### config.mk
export PLATFORM = sky130hd
export DESIGN_NAME = lrlp_ctrl
export DESIGN_NICKNAME = d
export VERILOG_FILES = /design/src/hdl/lrlp_pkg.sv /design/src/hdl/lrlp_ctrl.sv
export SDC_FILE = /design/constraint.sdc
export NUM_CORES = 1
export LEC_CHECK = 0
export ABC_AREA = 1
export ABC_CLOCK_PERIOD_IN_PS = 3200
export BUFFER_PORTS_ARGS = -buffer_cell sky130_fd_sc_hd__buf_2
export CAP_MARGIN = 15
export CORE_AREA = 8 8 45 47
export CTS_CLUSTER_DIAMETER = 50
export DETAILED_ROUTE_END_ITERATION = 8
export DIE_AREA = 0 0 53 55
export GPL_TIMING_DRIVEN = 1
export HOLD_SLACK_MARGIN = 0.08
export PLACE_DENSITY_LB_ADDON = 0.15
export SLEW_MARGIN = 5
export SYNTH_ARGS = -nofsm -noshare
export SYNTH_HDL_FRONTEND = slang
export SYNTH_SLANG_ARGS = --single-unit
### constraint.sdc
create_clock -name clk -period 3.2 [get_ports clk]
set_input_delay 0.48 -clock clk [delete_from_list [all_inputs] [get_ports clk]]
set_output_delay 0.48 -clock clk [all_outputs]
set_load 0.05 [all_outputs]
### src/hdl/lrlp_pkg.sv
// -----------------------------------------------------------------------------
// lrlp_pkg
// Shared types and constants of the line-pass resampler.
// -----------------------------------------------------------------------------
package lrlp_pkg;

	// Field widths
	localparam int FUNC_W    = 2;
	localparam int INDEX_W   = 11;
	localparam int TAP_IDX_W = 4;
	localparam int WEIGHT_W  = 22;
	localparam int COUNT_W   = 5;
	localparam int SAMPLE_W  = 8;
	localparam int PIXEL_W   = 8;
	localparam int CFG_IDX_W = 1;
	localparam int WIN_W     = INDEX_W + COUNT_W;

	// Datapath widths
	localparam int ACC_W     = 40;
	localparam int PROD_W    = SAMPLE_W + 1 + WEIGHT_W;
	localparam int RED_W     = 14;
	localparam int MAG_W     = 28;
	localparam int RECIP_W   = 29;
	localparam int QPROD_W   = MAG_W + RECIP_W;

	// Division by one million: multiply by ceil(2^48 / 1e6), take bits from 48 up.
	// Exact for magnitudes below 2^28; larger ones saturate anyway.
	localparam int                 RECIP_SHIFT = 48;
	localparam logic [RECIP_W-1:0] RECIP       = 29'd281474977;
	localparam logic [ACC_W-1:0]   SAT_LIMIT   = 40'd256000000;

	// Register reset values
	localparam logic [PIXEL_W-1:0] MIN_LEVEL_RST = 8'd0;
	localparam logic [PIXEL_W-1:0] MAX_LEVEL_RST = 8'd255;

	// Function codes
	localparam logic [FUNC_W-1:0] FUNC_LOAD_WEIGHT = 2'd0;
	localparam logic [FUNC_W-1:0] FUNC_LOAD_SAMPLE = 2'd1;
	localparam logic [FUNC_W-1:0] FUNC_COMPUTE     = 2'd2;

	// Configuration register indexes
	localparam logic [CFG_IDX_W-1:0] CFG_MIN_LEVEL = 1'b0;
	localparam logic [CFG_IDX_W-1:0] CFG_MAX_LEVEL = 1'b1;

	typedef enum logic [3:0] {
		ST_IDLE,
		ST_REDUCE,
		ST_BASE,
		ST_WR_W,
		ST_WR_S,
		ST_WIN_WAIT,
		ST_MAC,
		ST_DRAIN,
		ST_DIV1,
		ST_DIV2,
		ST_FINISH
	} lrlp_state_t;

	typedef struct packed {
		logic accept;
		logic red_step;
		logic base_load;
		logic wr_weight;
		logic wr_sample;
		logic win_latch;
		logic mac_issue;
		logic div1;
		logic div2;
		logic out_load;
	} lrlp_cmd_t;

	typedef struct packed {
		logic [FUNC_W-1:0] func;
		logic              taps_zero;
		logic              last_tap;
		logic              pipe_busy;
		logic              out_free;
	} lrlp_status_t;

endpackage

### src/hdl/lrlp_ctrl.sv
// -----------------------------------------------------------------------------
// lrlp_ctrl
// Sequencer: accepts one request, steps the datapath through it.
// -----------------------------------------------------------------------------
module lrlp_ctrl #(
	parameter int RED_STEPS = 1,
	parameter int RED_KW    = 1
) (
	input  logic                   clk,
	input  logic                   arst_n,
	input  logic                   in_valid,
	output logic                   in_stall,
	input  lrlp_pkg::lrlp_status_t status,
	output lrlp_pkg::lrlp_cmd_t    cmd,
	output logic [RED_KW-1:0]      red_k
);

	lrlp_pkg::lrlp_state_t state_q, state_d;
	logic [RED_KW-1:0]     red_k_q;

	// State and reduction step counter
	always_ff @(posedge clk or negedge arst_n) begin
		if (!arst_n) begin
			state_q <= lrlp_pkg::ST_IDLE;
			red_k_q <= '0;
		end else begin
			state_q <= state_d;
			if (cmd.accept) begin
				red_k_q <= RED_KW'(RED_STEPS - 1);
			end else if (cmd.red_step && red_k_q != '0) begin
				red_k_q <= red_k_q - 1'b1;
			end
		end
	end

	assign red_k = red_k_q;

	// Next state
	always_comb begin
		state_d = state_q;
		unique case (state_q)
			lrlp_pkg::ST_IDLE: begin
				if (in_valid) state_d = lrlp_pkg::ST_REDUCE;
			end
			lrlp_pkg::ST_REDUCE: begin
				if (red_k_q == '0) state_d = lrlp_pkg::ST_BASE;
			end
			lrlp_pkg::ST_BASE: begin
				unique case (status.func)
					lrlp_pkg::FUNC_LOAD_WEIGHT: state_d = lrlp_pkg::ST_WR_W;
					lrlp_pkg::FUNC_LOAD_SAMPLE: state_d = lrlp_pkg::ST_WR_S;
					lrlp_pkg::FUNC_COMPUTE:     state_d = lrlp_pkg::ST_WIN_WAIT;
					default:                    state_d = lrlp_pkg::ST_IDLE;
				endcase
			end
			lrlp_pkg::ST_WR_W:     state_d = lrlp_pkg::ST_IDLE;
			lrlp_pkg::ST_WR_S:     state_d = lrlp_pkg::ST_IDLE;
			lrlp_pkg::ST_WIN_WAIT: state_d = lrlp_pkg::ST_MAC;
			lrlp_pkg::ST_MAC: begin
				if (status.taps_zero || status.last_tap) state_d = lrlp_pkg::ST_DRAIN;
			end
			lrlp_pkg::ST_DRAIN: begin
				if (!status.pipe_busy) state_d = lrlp_pkg::ST_DIV1;
			end
			lrlp_pkg::ST_DIV1:     state_d = lrlp_pkg::ST_DIV2;
			lrlp_pkg::ST_DIV2:     state_d = lrlp_pkg::ST_FINISH;
			lrlp_pkg::ST_FINISH: begin
				if (status.out_free) state_d = lrlp_pkg::ST_IDLE;
			end
			default: state_d = lrlp_pkg::ST_IDLE;
		endcase
	end

	// Commands and input stall
	always_comb begin
		cmd      = '0;
		in_stall = 1'b1;
		unique case (state_q)
			lrlp_pkg::ST_IDLE: begin
				in_stall   = 1'b0;
				cmd.accept = in_valid;
			end
			lrlp_pkg::ST_REDUCE:   cmd.red_step  = 1'b1;
			lrlp_pkg::ST_BASE:     cmd.base_load = 1'b1;
			lrlp_pkg::ST_WR_W:     cmd.wr_weight = 1'b1;
			lrlp_pkg::ST_WR_S:     cmd.wr_sample = 1'b1;
			lrlp_pkg::ST_WIN_WAIT: cmd.win_latch = 1'b1;
			lrlp_pkg::ST_MAC:      cmd.mac_issue = !status.taps_zero;
			lrlp_pkg::ST_DRAIN:    cmd           = '0;
			lrlp_pkg::ST_DIV1:     cmd.div1      = 1'b1;
			lrlp_pkg::ST_DIV2:     cmd.div2      = 1'b1;
			lrlp_pkg::ST_FINISH:   cmd.out_load  = status.out_free;
			default:               cmd           = '0;
		endcase
	end

endmodule

---- After elaboration in Yosys (flattened, before gate mapping) ----
Cells that the tools add are included.
operators by class
  reductions and logical operators ........ 7
  muxes and demuxes ....................... 20
  equal/unequal tests ..................... 17
  add/subtract/negate cells ............... 1
operators with widths
  cell                                                 count
  case mux 4 bit (9 select lines)                      1
  two-way mux 4 bit                                    5
  equality test 4 x 3 -> 1 bit, second input constant  4
  two-way mux 1 bit                                    13
  equality test 4 bit, second input constant           3
  != test 2 bit, second input constant                 5
  case mux 3 bit (3 select lines)                      1
  equality test 4 x 2 -> 1 bit, second input constant  2
  AND reduction 5 bit                                  1
  equality test 4 x 1 -> 1 bit, second input constant  1
  logical NOT 4 bit                                    1
  equality test 2 x 1 -> 1 bit, second input constant  1
  equality test 2 bit, second input constant           1
  logical NOT 2 bit                                    1
  nonzero test 2 bit                                   1
  logical AND 1 bit                                    1
  logical NOT 1 bit                                    1
  logical OR 1 bit                                     1
  subtractor 1 bit, second input constant              1
storage, ports and cells
  output and inout bits ................... 12
  word-level logic and storage cells ...... 47
  input bits .............................. 9
  flip-flop bits (word level) ............. 5

---- Depth between registers and ports, before layout ----
Gate-level depths: netlist of the first run.
  word-level depth ........................ 5
  depth in mapped cells ................... 9
  mapped depth without buffers ............ 9

---- Worst setup path before layout of the first run ----
No wires, ideal clock.
  kind .................................... reg-to-output
  from .................................... register state_q[0]
  to ...................................... output cmd[9] (netlist bit)
  cell stages (with the launch flop) ...... 4
  required time ........................... 2.720 ns
  arrival ................................. 1.764 ns
  path buffers ............................ 0
  slack ................................... 0.956 ns
  path through ............................ dfrtp_1 nor2_1 nand2_1 nor2_1
RTL lines
  what                    line             RTL
  start, declared         lrlp_ctrl.sv:18  lrlp_pkg::lrlp_state_t state_q, state_d;
  start signal, assigned  lrlp_ctrl.sv:24  state_q <= lrlp_pkg::ST_IDLE;
  start signal, assigned  lrlp_ctrl.sv:27  state_q <= state_d;
  end, declared           lrlp_ctrl.sv:14  output lrlp_pkg::lrlp_cmd_t cmd,

==> summary.md, run 1 <==
| Metric | Value |
|---|---|
| Port bufs | `20` |
| Via count | `511` |
| TritonCTS Buffers | `3` |
| Largest stage delay, worst path | `0.46 ns` |
| Critical path class | `reg2out` |
| Status | `finished, final reports clean` |
| Largest net degree at the start of global routing | `7` |
| Clock insertion delay at the later pin of the skew report | `0.24 ns` |
| Fin crit share | `60.6%` |
| Leakage power | `0.399 nW` |
| I/O pin total | `21` |
| Post-cts resize count | `0` |
| Hold Worst Slack | `0.551 ns` |
| RSZ-0062 raised after global routing | `false` |
| Endpoints failing setup | `0` |
| Total nets after synthesis | `85` |
| Top post-synthesis cells by area | `dfrtp_1, nand2_1, nand3_1` |
| Slew @ Worst Pin | `0.251 ns` |
| Grt total ovfl | `0` |
| Core area | `0.00138 mm^2` |
| WL met3 | `134 um` |
| Vias in the first global route | `521` |
| Clock power frac | `11.4%` |
| Die Footprint | `0.00292 mm^2` |
| Initial Utilization | `34.4%` |
| Flop pwr share | `19.3%` |
| ANT cells | `0` |
| Die W | `53 um` |
| Reg2Reg Depth | `6` |
| Total GRT Usage | `9.31%` |
| Global-route wire length before repair | `2070 um` |
| Hold Path End | `state_q[3]` |
| Area share of the leading cell type in the synthesized netlist | `26.3%` |
| Synth cell count leaders | `nand2_1, inv_1, nand3_1, nor2_1, nand2_2` |
| Ys Warns | `0` |
| Hold WC Path Type | `in2reg` |
| Reg2reg end | `state_q[0]` |
| Final hold vios | `0` |
| Synth Cell Area | `475 um^2` |
| Slowest-stage cell, CP | `dfrtp_1` |
| Critical path data required time | `2.72 ns` |
| Final ANT Viol Nets | `0` |
| Slew HR | `83.3%` |
| Die H | `55 um` |
| Root buffer cell | `clkbuf_4` |
| Clock skew | `0.000520 ns` |
| Power per cell area | `976 mW/mm^2` |
| Launch point of the worst reg-to-reg path | `state_q[0]` |
| Met1 WL | `540 um` |
| Cells along the critical path | `nor2_1 -> inv_1 -> nor3_1 -> buf_2` |
| Wirelength per Cell | `10.1 um` |
| Clock Sinks | `5` |
| HPWL after detailed placement | `1030 um` |
| Cts hold-fix bufs | `1` |
| Top Metal Used | `met3` |
| Max VDD drop | `0.346 mV` |
| Fraction of layout cells with a size suffix above 1 | `42.4%` |
| Routed wire length | `1170 um` |
| Top FF cell, synth | `dfrtp_1` |
| Critical Path AT | `1.46 ns` |
| Count leader, synth | `nand2_1` |
| Fmax | `0.516 GHz` |
| GPL Wtd Cong | `0.817` |
| Vias per cell | `4.44` |
| Register area share after synthesis | `26.3%` |
| Count of nets after finishing | `111` |
| Switching share of power | `60.6%` |
| Crit path max fanout | `6` |
| Syn Inst Count | `74` |
| Async set-reset flop share out of synthesis | `100%` |
| Clock H-tree levels | `1` |
| CTS tree | `yes` |
| Worst Hold Depth | `4` |
| Combinational power share | `69.3%` |
| Post-synth EDFFs | `0` |
| Distinct cell type count after synthesis | `15` |
| Crit start category | `register` |
| Area Overhead vs Synth | `32.9%` |
| Row count | `14` |
| DR WL met2 | `491 um` |
| Max clock buf depth | `2` |
| Post-layout minimum cycle time | `1.94 ns` |
| Router iterations before antenna repair | `3` |
| # DRC | `0` |
| Initial DRC Count | `3` |
| Max-Cap Viols | `0` |
| Crit end category | `output pin` |
| Avg Inst Size Synth | `6.43 um^2` |
| Psw | `0.000374 W` |
| Slew Viols, Final | `0` |
| Synth area leader | `dfrtp_1` |
| Internal Power | `0.000243 W` |
| Setup TNS | `0 ns` |
| Initial antenna violation count | `0` |
| Yosys reg bits | `5` |
| Reg-to-reg slack, setup | `1.96 ns` |
| CTS clk-pin slew, worst paths | `0.04 ns` |
| Setup Buffers After CTS | `0` |
| Worst Hold Launch | `status[0]` |
==> through the flow <==
step	worst slack, ns	utilization [%]	cell area [um^2]	total power, W	std cells
6_report	1.26	45.7	632	0.000617	115
5_1_grt	1.11	45.7	632	0.000673	115
4_1_cts	1.25	45.7	632	0.000623	115
3_5_place_dp	1.51	43.0	596	0.000550	110
3_3_place_gp	1.50	43.0	596	0.000551	110
2_1_floorplan	0.956	-	475	0.000460	74
==> power groups by stage <==
stage | combinational, W | clock (W) | sequential, W
3_5_place_dp | 0.000430 | 0 | 0.000119
2_1_floorplan | 0.000351 | 0 | 0.000109
6_report | 0.000427 | 0.0000704 | 0.000119
5_1_grt | 0.000472 | 0.0000780 | 0.000123
3_3_place_gp | 0.000432 | 0 | 0.000119
4_1_cts | 0.000432 | 0.0000730 | 0.000119
==> worst max path at each step <==
stage                     from  endpoint  slack (ns)  depth (start not counted)
floorplan           state_q[0]    cmd[9]        0.96                          3
global placement    state_q[0]    cmd[5]        1.50                          4
detailed placement  state_q[0]    cmd[9]        1.51                          4
CTS                 state_q[0]    cmd[9]        1.25                          4
global route        state_q[0]    cmd[5]        1.11                          4
finish              state_q[0]    cmd[5]        1.26                          4
==> layout make-up <==
cell class,instances,area [um^2]
tap,16,20.0
sequential,5,125
clock buffer,4,26.3
inverter,14,52.6
fill,165,752
timing repair buffer,21,110
multi-input combinational,55,298
==> critical path: cells and delay by family, from the launching register on <==
family | cells | cell delay [ns]
flip-flops | 1 | 0.46
AND/OR/NAND/NOR | 2 | 0.39
buffers and inverters | 2 | 0.38
==> flip-flops by register name (all words and copies together) (netlist names) <==
signal / flops
state_q: 4
red_k: 1
==> cell families (layout without fill, tap and decap cells) <==
family	Yosys count	count (layout)	share of synthesized area, %
AOI/OAI and AO/OA	2	2	2.11
adders and majority gates	2	2	5.26
buffers and inverters	14	39	11.1
DFF	5	5	26.3
and+or+nand+nor	51	51	55.3
==> routing by layer <==
layer	up-vias	track usage (%)
li1	278	-
met1	213	9.79
met2	20	15.4
met3	0	4.81
met4	0	3.88
met5	-	0
==> cells in the final DEF (no fill, tap or decap), types with 4 or more instances in the layout <==
cell	count
buf_2	20
nand2_1	15
inv_1	10
nor2_1	9
nand3_1	9
nand2_2	6
dfrtp_1	5
inv_2	4
Power figures use the tool's default switching activity.
==> run 2: changes to the inputs <==
- ABC_AREA: 1 -> 0
- ABC_CLOCK_PERIOD_IN_PS: 3200 -> 1900
- clock period: 3.2 -> 1.9 ns (I/O delays scaled with it)
==> summary.md, run 2 <==
| Metric | Value |
|---|---|
| CTS clk-pin slew, worst paths | `0.04 ns` |
| Final hold vios | `0` |
| RSZ-0062 raised after global routing | `false` |
| Max-Cap Viols | `0` |
| Largest net degree at the start of global routing | `13` |
| Avg Inst Size Synth | `7.66 um^2` |
| Yosys reg bits | `5` |
| Via count | `505` |
| Router iterations before antenna repair | `5` |
| Top FF cell, synth | `dfrtp_1` |
| Area share of the leading cell type in the synthesized netlist | `27.7%` |
| Final ANT Viol Nets | `0` |
| Largest stage delay, worst path | `0.38 ns` |
| Most flop-heavy register | `state_q` |
| Largest register FFs | `4` |
| Leakage power | `0.339 nW` |
| GPL Wtd Cong | `0.801` |
| TritonCTS Buffers | `3` |
| Die H | `55 um` |
| Distinct cell type count after synthesis | `27` |
| Routed wire length | `1280 um` |
| Crit start category | `register` |
| Async set-reset flop share out of synthesis | `100%` |
| Count of nets after finishing | `97` |
| Post-layout minimum cycle time | `1.78 ns` |
| Fin crit share | `93.5%` |
| Ys Warns | `0` |
| Critical Path AT | `1.49 ns` |
| Slew @ Worst Pin | `0.255 ns` |
| Slowest-stage cell, CP | `dfrtp_1` |
| Final Cell Area | `657 um^2` |
| Wirelength per Cell | `12.7 um` |
| Max clock buf depth | `2` |
| Total nets after synthesis | `70` |
| Vias in the first global route | `489` |
| Syn Inst Count | `59` |
| Count leader, synth | `nor3_1` |
| Cells along the critical path | `buf_4 -> nand2b_1 -> nor3_2 -> clkbuf_4` |
| Placed inst area | `616 um^2` |
| CTS tree | `yes` |
| Endpoints failing setup | `0` |
| Critical path class | `reg2out` |
| Core area | `0.00138 mm^2` |
| Grt total ovfl | `0` |
| HPWL after detailed placement | `1060 um` |
| Status | `finished, final reports clean` |
| ANT cells | `0` |
| Top post-synthesis cells by area | `dfrtp_1, nor3_1, ha_1` |
| Vias per cell | `5.00` |
| Critical path data required time | `1.62 ns` |
| Fraction of layout cells with a size suffix above 1 | `43.5%` |
| Reg2Reg Depth | `4` |
| Clock H-tree levels | `1` |
| Register area share after synthesis | `27.7%` |
| Fillers | `150` |
| Post-synth EDFFs | `0` |
| Crit end category | `output pin` |
| Port bufs | `20` |
| Non-Filler Instances | `101` |
| Commonest non-fill, non-tap cell in the layout | `buf_2` |
| Root buffer cell | `clkbuf_4` |
| Max VDD drop | `0.849 mV` |
| Crit path max fanout | `11` |
| Die Footprint | `0.00292 mm^2` |
| Synth cell count leaders | `nor3_1, nor2_1, dfrtp_1` |
| # DRC | `0` |
| Clock insertion delay at the later pin of the skew report | `0.24 ns` |
| Most frequent cells in the layout | `buf_2, nor2_1, nor3_1` |
| Synth Cell Area | `452 um^2` |
| Synth area leader | `dfrtp_1` |
| Global-route wire length before repair | `2060 um` |
| Clock skew | `0.00239 ns` |
| Total GRT Usage | `9.42%` |
| Initial Utilization | `32.6%` |
| Fmax | `0.563 GHz` |
| Initial antenna violation count | `0` |
| Slew HR | `82.8%` |
| Placed cell count | `96` |
| Clock Sinks | `5` |
| Die W | `53 um` |
| I/O pin total | `21` |
| Power per cell area | `1700 mW/mm^2` |
| Hold WC Path Type | `in2reg` |
| Worst Hold Depth | `2` |
| Area Overhead vs Synth | `45.4%` |
| Row count | `14` |
| Slew Viols, Final | `0` |
| Initial DRC Count | `10` |
[run 2: changes by cell type after synthesis, moves of 4 or more]
cell	delta
nor3_1	+9
nand2_2	-6
nand2_1	-12
inv_1	-7
nand3_1	-8
inv_2	-4
[run 2: layout make-up]
class | count | area (um^2) | area share, %
Clock buffer | 4 | 26.3 | 4.00
Timing Repair Buffer | 26 | 153 | 23.2
Tap cell | 16 | 20.0 | 3.05
Inverter | 3 | 11.3 | 1.71
Multi-Input combinational cell | 47 | 322 | 49.0
Sequential cell | 5 | 125 | 19.0
[run 2: layer usage]
layer	global-route usage, %	wire, um	vias up
met3	3.21	86	0
met1	9.34	524	232
met5	0	0	-
met4	5.17	0	0
li1	-	-	261
met2	17.0	669	12
[run 2: logic make-up after synthesis]
| group | count (synthesis) | share of synthesized area (%) |
|---|---|---|
| muxes | 2 | 4.99 |
| DFF | 5 | 27.7 |
| adders and majority gates | 2 | 5.54 |
| AOI/OAI and AO/OA | 9 | 12.2 |
| and+or+nand+nor | 34 | 42.9 |
| buffers and inverters | 7 | 6.65 |
[run 2: power by group]
part	switching [W]	total [W]	internal [W]
clock	0.0000391	0.000118	0.0000791
combinational	0.000554	0.000813	0.000259
sequential	0.0000396	0.000183	0.000143
[run 2: repair_timing]
item,4_1_cts,5_1_grt
setup endpoints to repair,0,2
endpoints found under the hold margin,5,0
hold buffers,1,0
setup buffers,0,0
resized for setup,0,2
[run 2: critical path, delay by kind of cell (launching register included)]
kind	cells	cell delay [ns]
AND/OR/NAND/NOR	2	0.41
buffers and inverters	2	0.46
flip-flops	1	0.38
[run 2: per-stage QoR]
stage | worst slack, ns | util (%) | power, W | TNS, ns | hold slack (ns)
final | 0.123 | 47.5 | 0.00111 | 0 | 0.300
after global routing | 0.0146 | 47.5 | 0.00119 | 0 | 0.316
after CTS | 0.0744 | 47.1 | 0.00112 | 0 | 0.304
after detailed placement | 0.237 | 44.5 | 0.000995 | 0 | 0.105
after global placement | 0.278 | 44.5 | 0.000996 | 0 | 0.103
after floorplan | -0.0671 | - | 0.000791 | -0.134 | -0.0106
[run 2: worst paths after layout]
check / startpoint / endpoint / slack, ns
hold reg to reg: red_k / red_k / 0.56
hold / removal: status[0] / state_q[3] / 0.30
max in group asynchronous: arst_n / state_q[3] / 1.38
setup reg to reg: state_q[3] / state_q[2] / 0.24
min in group asynchronous: arst_n / state_q[0] / 0.39
setup / recovery: state_q[1] / cmd[8] / 0.12
==> run 3: changes to the inputs <==
- CTS_BUF_LIST: unset -> sky130_fd_sc_hd__clkbuf_4 sky130_fd_sc_hd__clkbuf_8 sky130_fd_sc_hd__clkbuf_16
==> summary.md, run 3 (synthesis results as in run 2) <==
| Metric | Value |
|---|---|
| Slew @ Worst Pin | `0.255 ns` |
| Core area | `0.00138 mm^2` |
| Critical path class | `reg2out` |
| Fin crit share | `93.6%` |
| Die Footprint | `0.00292 mm^2` |
| Vias per cell | `5.03` |
| Largest net degree at the start of global routing | `13` |
| Initial antenna violation count | `0` |
| I/O pin total | `21` |
| Fmax | `0.562 GHz` |
| HPWL after detailed placement | `1060 um` |
| Critical Path AT | `1.49 ns` |
| Max clock buf depth | `2` |
| Hold WC Path Type | `in2reg` |
| Most frequent cells in the layout | `buf_2, nor2_1, nor3_1, clkbuf_4` |
| Clock skew | `0.00290 ns` |
| Grt total ovfl | `0` |
| Router iterations before antenna repair | `6` |
| Via count | `508` |
| Area of the multi-input gates | `322 um^2` |
| Root buffer cell | `clkbuf_4` |
| Clock Sinks | `5` |
| Pre-CTS WS | `0.237 ns` |
| Critical path data required time | `1.62 ns` |
| Leakage power | `0.343 nW` |
| Crit start category | `register` |
| Final worst slack | `0.122 ns` |
| Launch point of the worst reg-to-reg path | `state_q[3]` |
| TritonCTS Buffers | `3` |
| Power per cell area | `1710 mW/mm^2` |
| Initial Utilization | `32.6%` |
| # DRC | `0` |
| Max VDD drop | `0.851 mV` |
| Cells along the critical path | `buf_4 -> nand2b_1 -> nor3_2 -> clkbuf_4` |
| Status | `finished, final reports clean` |
| Die W | `53 um` |
| Wirelength per Cell | `12.7 um` |
| Commonest non-fill, non-tap cell in the layout | `buf_2` |
| Largest stage delay, worst path | `0.38 ns` |
| CTS tree | `yes` |
| Fraction of layout cells with a size suffix above 1 | `44.7%` |
| Row count | `14` |
| Crit end category | `output pin` |
| Final hold vios | `0` |
| Setup TNS | `0 ns` |
| Crit path max fanout | `11` |
| Slowest-stage cell, CP | `dfrtp_1` |
| RSZ-0062 raised after global routing | `false` |
| Worst Hold Depth | `2` |
| Hold Path End | `state_q[3]` |
| Worst Hold Launch | `status[0]` |
| CP top delay family | `buffers and inverters` |
| Max-Cap Viols | `0` |
| Vias in the first global route | `489` |
| Port bufs | `20` |
| Largest register FFs | `4` |
| Post-layout minimum cycle time | `1.78 ns` |
| Most flop-heavy register | `state_q` |
| Reg2reg end | `state_q[2]` |
| Fillers | `148` |
| Total GRT Usage | `9.42%` |
| Global-route wire length before repair | `2060 um` |
| CTS clk-pin slew, worst paths | `0.04 ns` |
| Reg-to-reg slack, setup | `0.24 ns` |
| Area Overhead vs Synth | `46.3%` |
| Final ANT Viol Nets | `0` |
| Die H | `55 um` |
| Routed wire length | `1280 um` |
| Count of nets after finishing | `97` |
| Slew HR | `82.8%` |
| Worst Path Buf+Inv | `2` |
| ANT cells | `0` |
| Clock H-tree levels | `1` |
| FF+latch area | `125 um^2` |
| Clock insertion delay at the later pin of the skew report | `0.24 ns` |
| Initial DRC Count | `10` |
| Endpoints failing setup | `0` |
| Slew Viols, Final | `0` |
| Reg2Reg Depth | `4` |
| GPL Wtd Cong | `0.801` |
[run 3: changes by cell type in the layout (fill, tap and decap cells not counted)]
cell      change
clkbuf_1      -1
clkbuf_4      +1
[run 3: power breakdown]
| group | switching [W] | leakage, nW | total (W) | internal, W |
|---|---|---|---|---|
| combinational | 0.000554 | 0.259 | 0.000812 | 0.000259 |
| sequential | 0.0000398 | 0.0659 | 0.000183 | 0.000143 |
| clock | 0.0000395 | 0.0184 | 0.000133 | 0.0000934 |
[run 3: per-stage QoR]
step           hold WS (ns)  cell area, um^2  power [W]  util, %  cells
4_1_cts               0.304              656    0.00114     47.4    101
2_1_floorplan       -0.0106              477   0.000791        -     59
3_3_place_gp          0.103              616   0.000996     44.5     96
3_5_place_dp          0.105              616   0.000995     44.5     96
5_1_grt               0.316              661    0.00121     47.7    101
6_report              0.300              661    0.00113     47.7    101
[run 3: layout make-up]
cell class | count | area share, %
multi-input combinational | 47 | 48.7
tap | 16 | 3.03
sequential | 5 | 18.9
inverter | 3 | 1.70
timing repair buffer | 26 | 23.1
clock buffer | 4 | 4.55
[run 3: layer usage]
metal	global-route usage (%)	vias up	part of all wire, %	wire length, um
met5	0	-	0	0
met2	17.0	14	52	669
met3	3.21	0	7.1	91
met4	5.17	0	0	0
li1	-	260	-	-
met1	9.34	234	41	518
[run 3: worst max-delay path by stage]
stage	startpoint	end	slack, ns	depth (start not counted)
after floorplan	state_q[2]	cmd[6]	-0.07	2
after global placement	state_q[3]	state_q[2]	0.28	4
after detailed placement	state_q[3]	state_q[2]	0.24	4
after CTS	state_q[2]	cmd[0]	0.07	4
after global routing	state_q[0]	cmd[8]	0.01	4
final	state_q[1]	cmd[8]	0.12	4
[run 3: what timing repair did]
| action | 4_1_cts | 5_1_grt |
|---|---|---|
| hold endpoints to repair | 5 | 0 |
| setup endpoints to repair | 0 | 2 |
| resized for setup | 0 | 2 |
| buffers inserted | 0 | 0 |
| hold buffers | 1 | 0 |
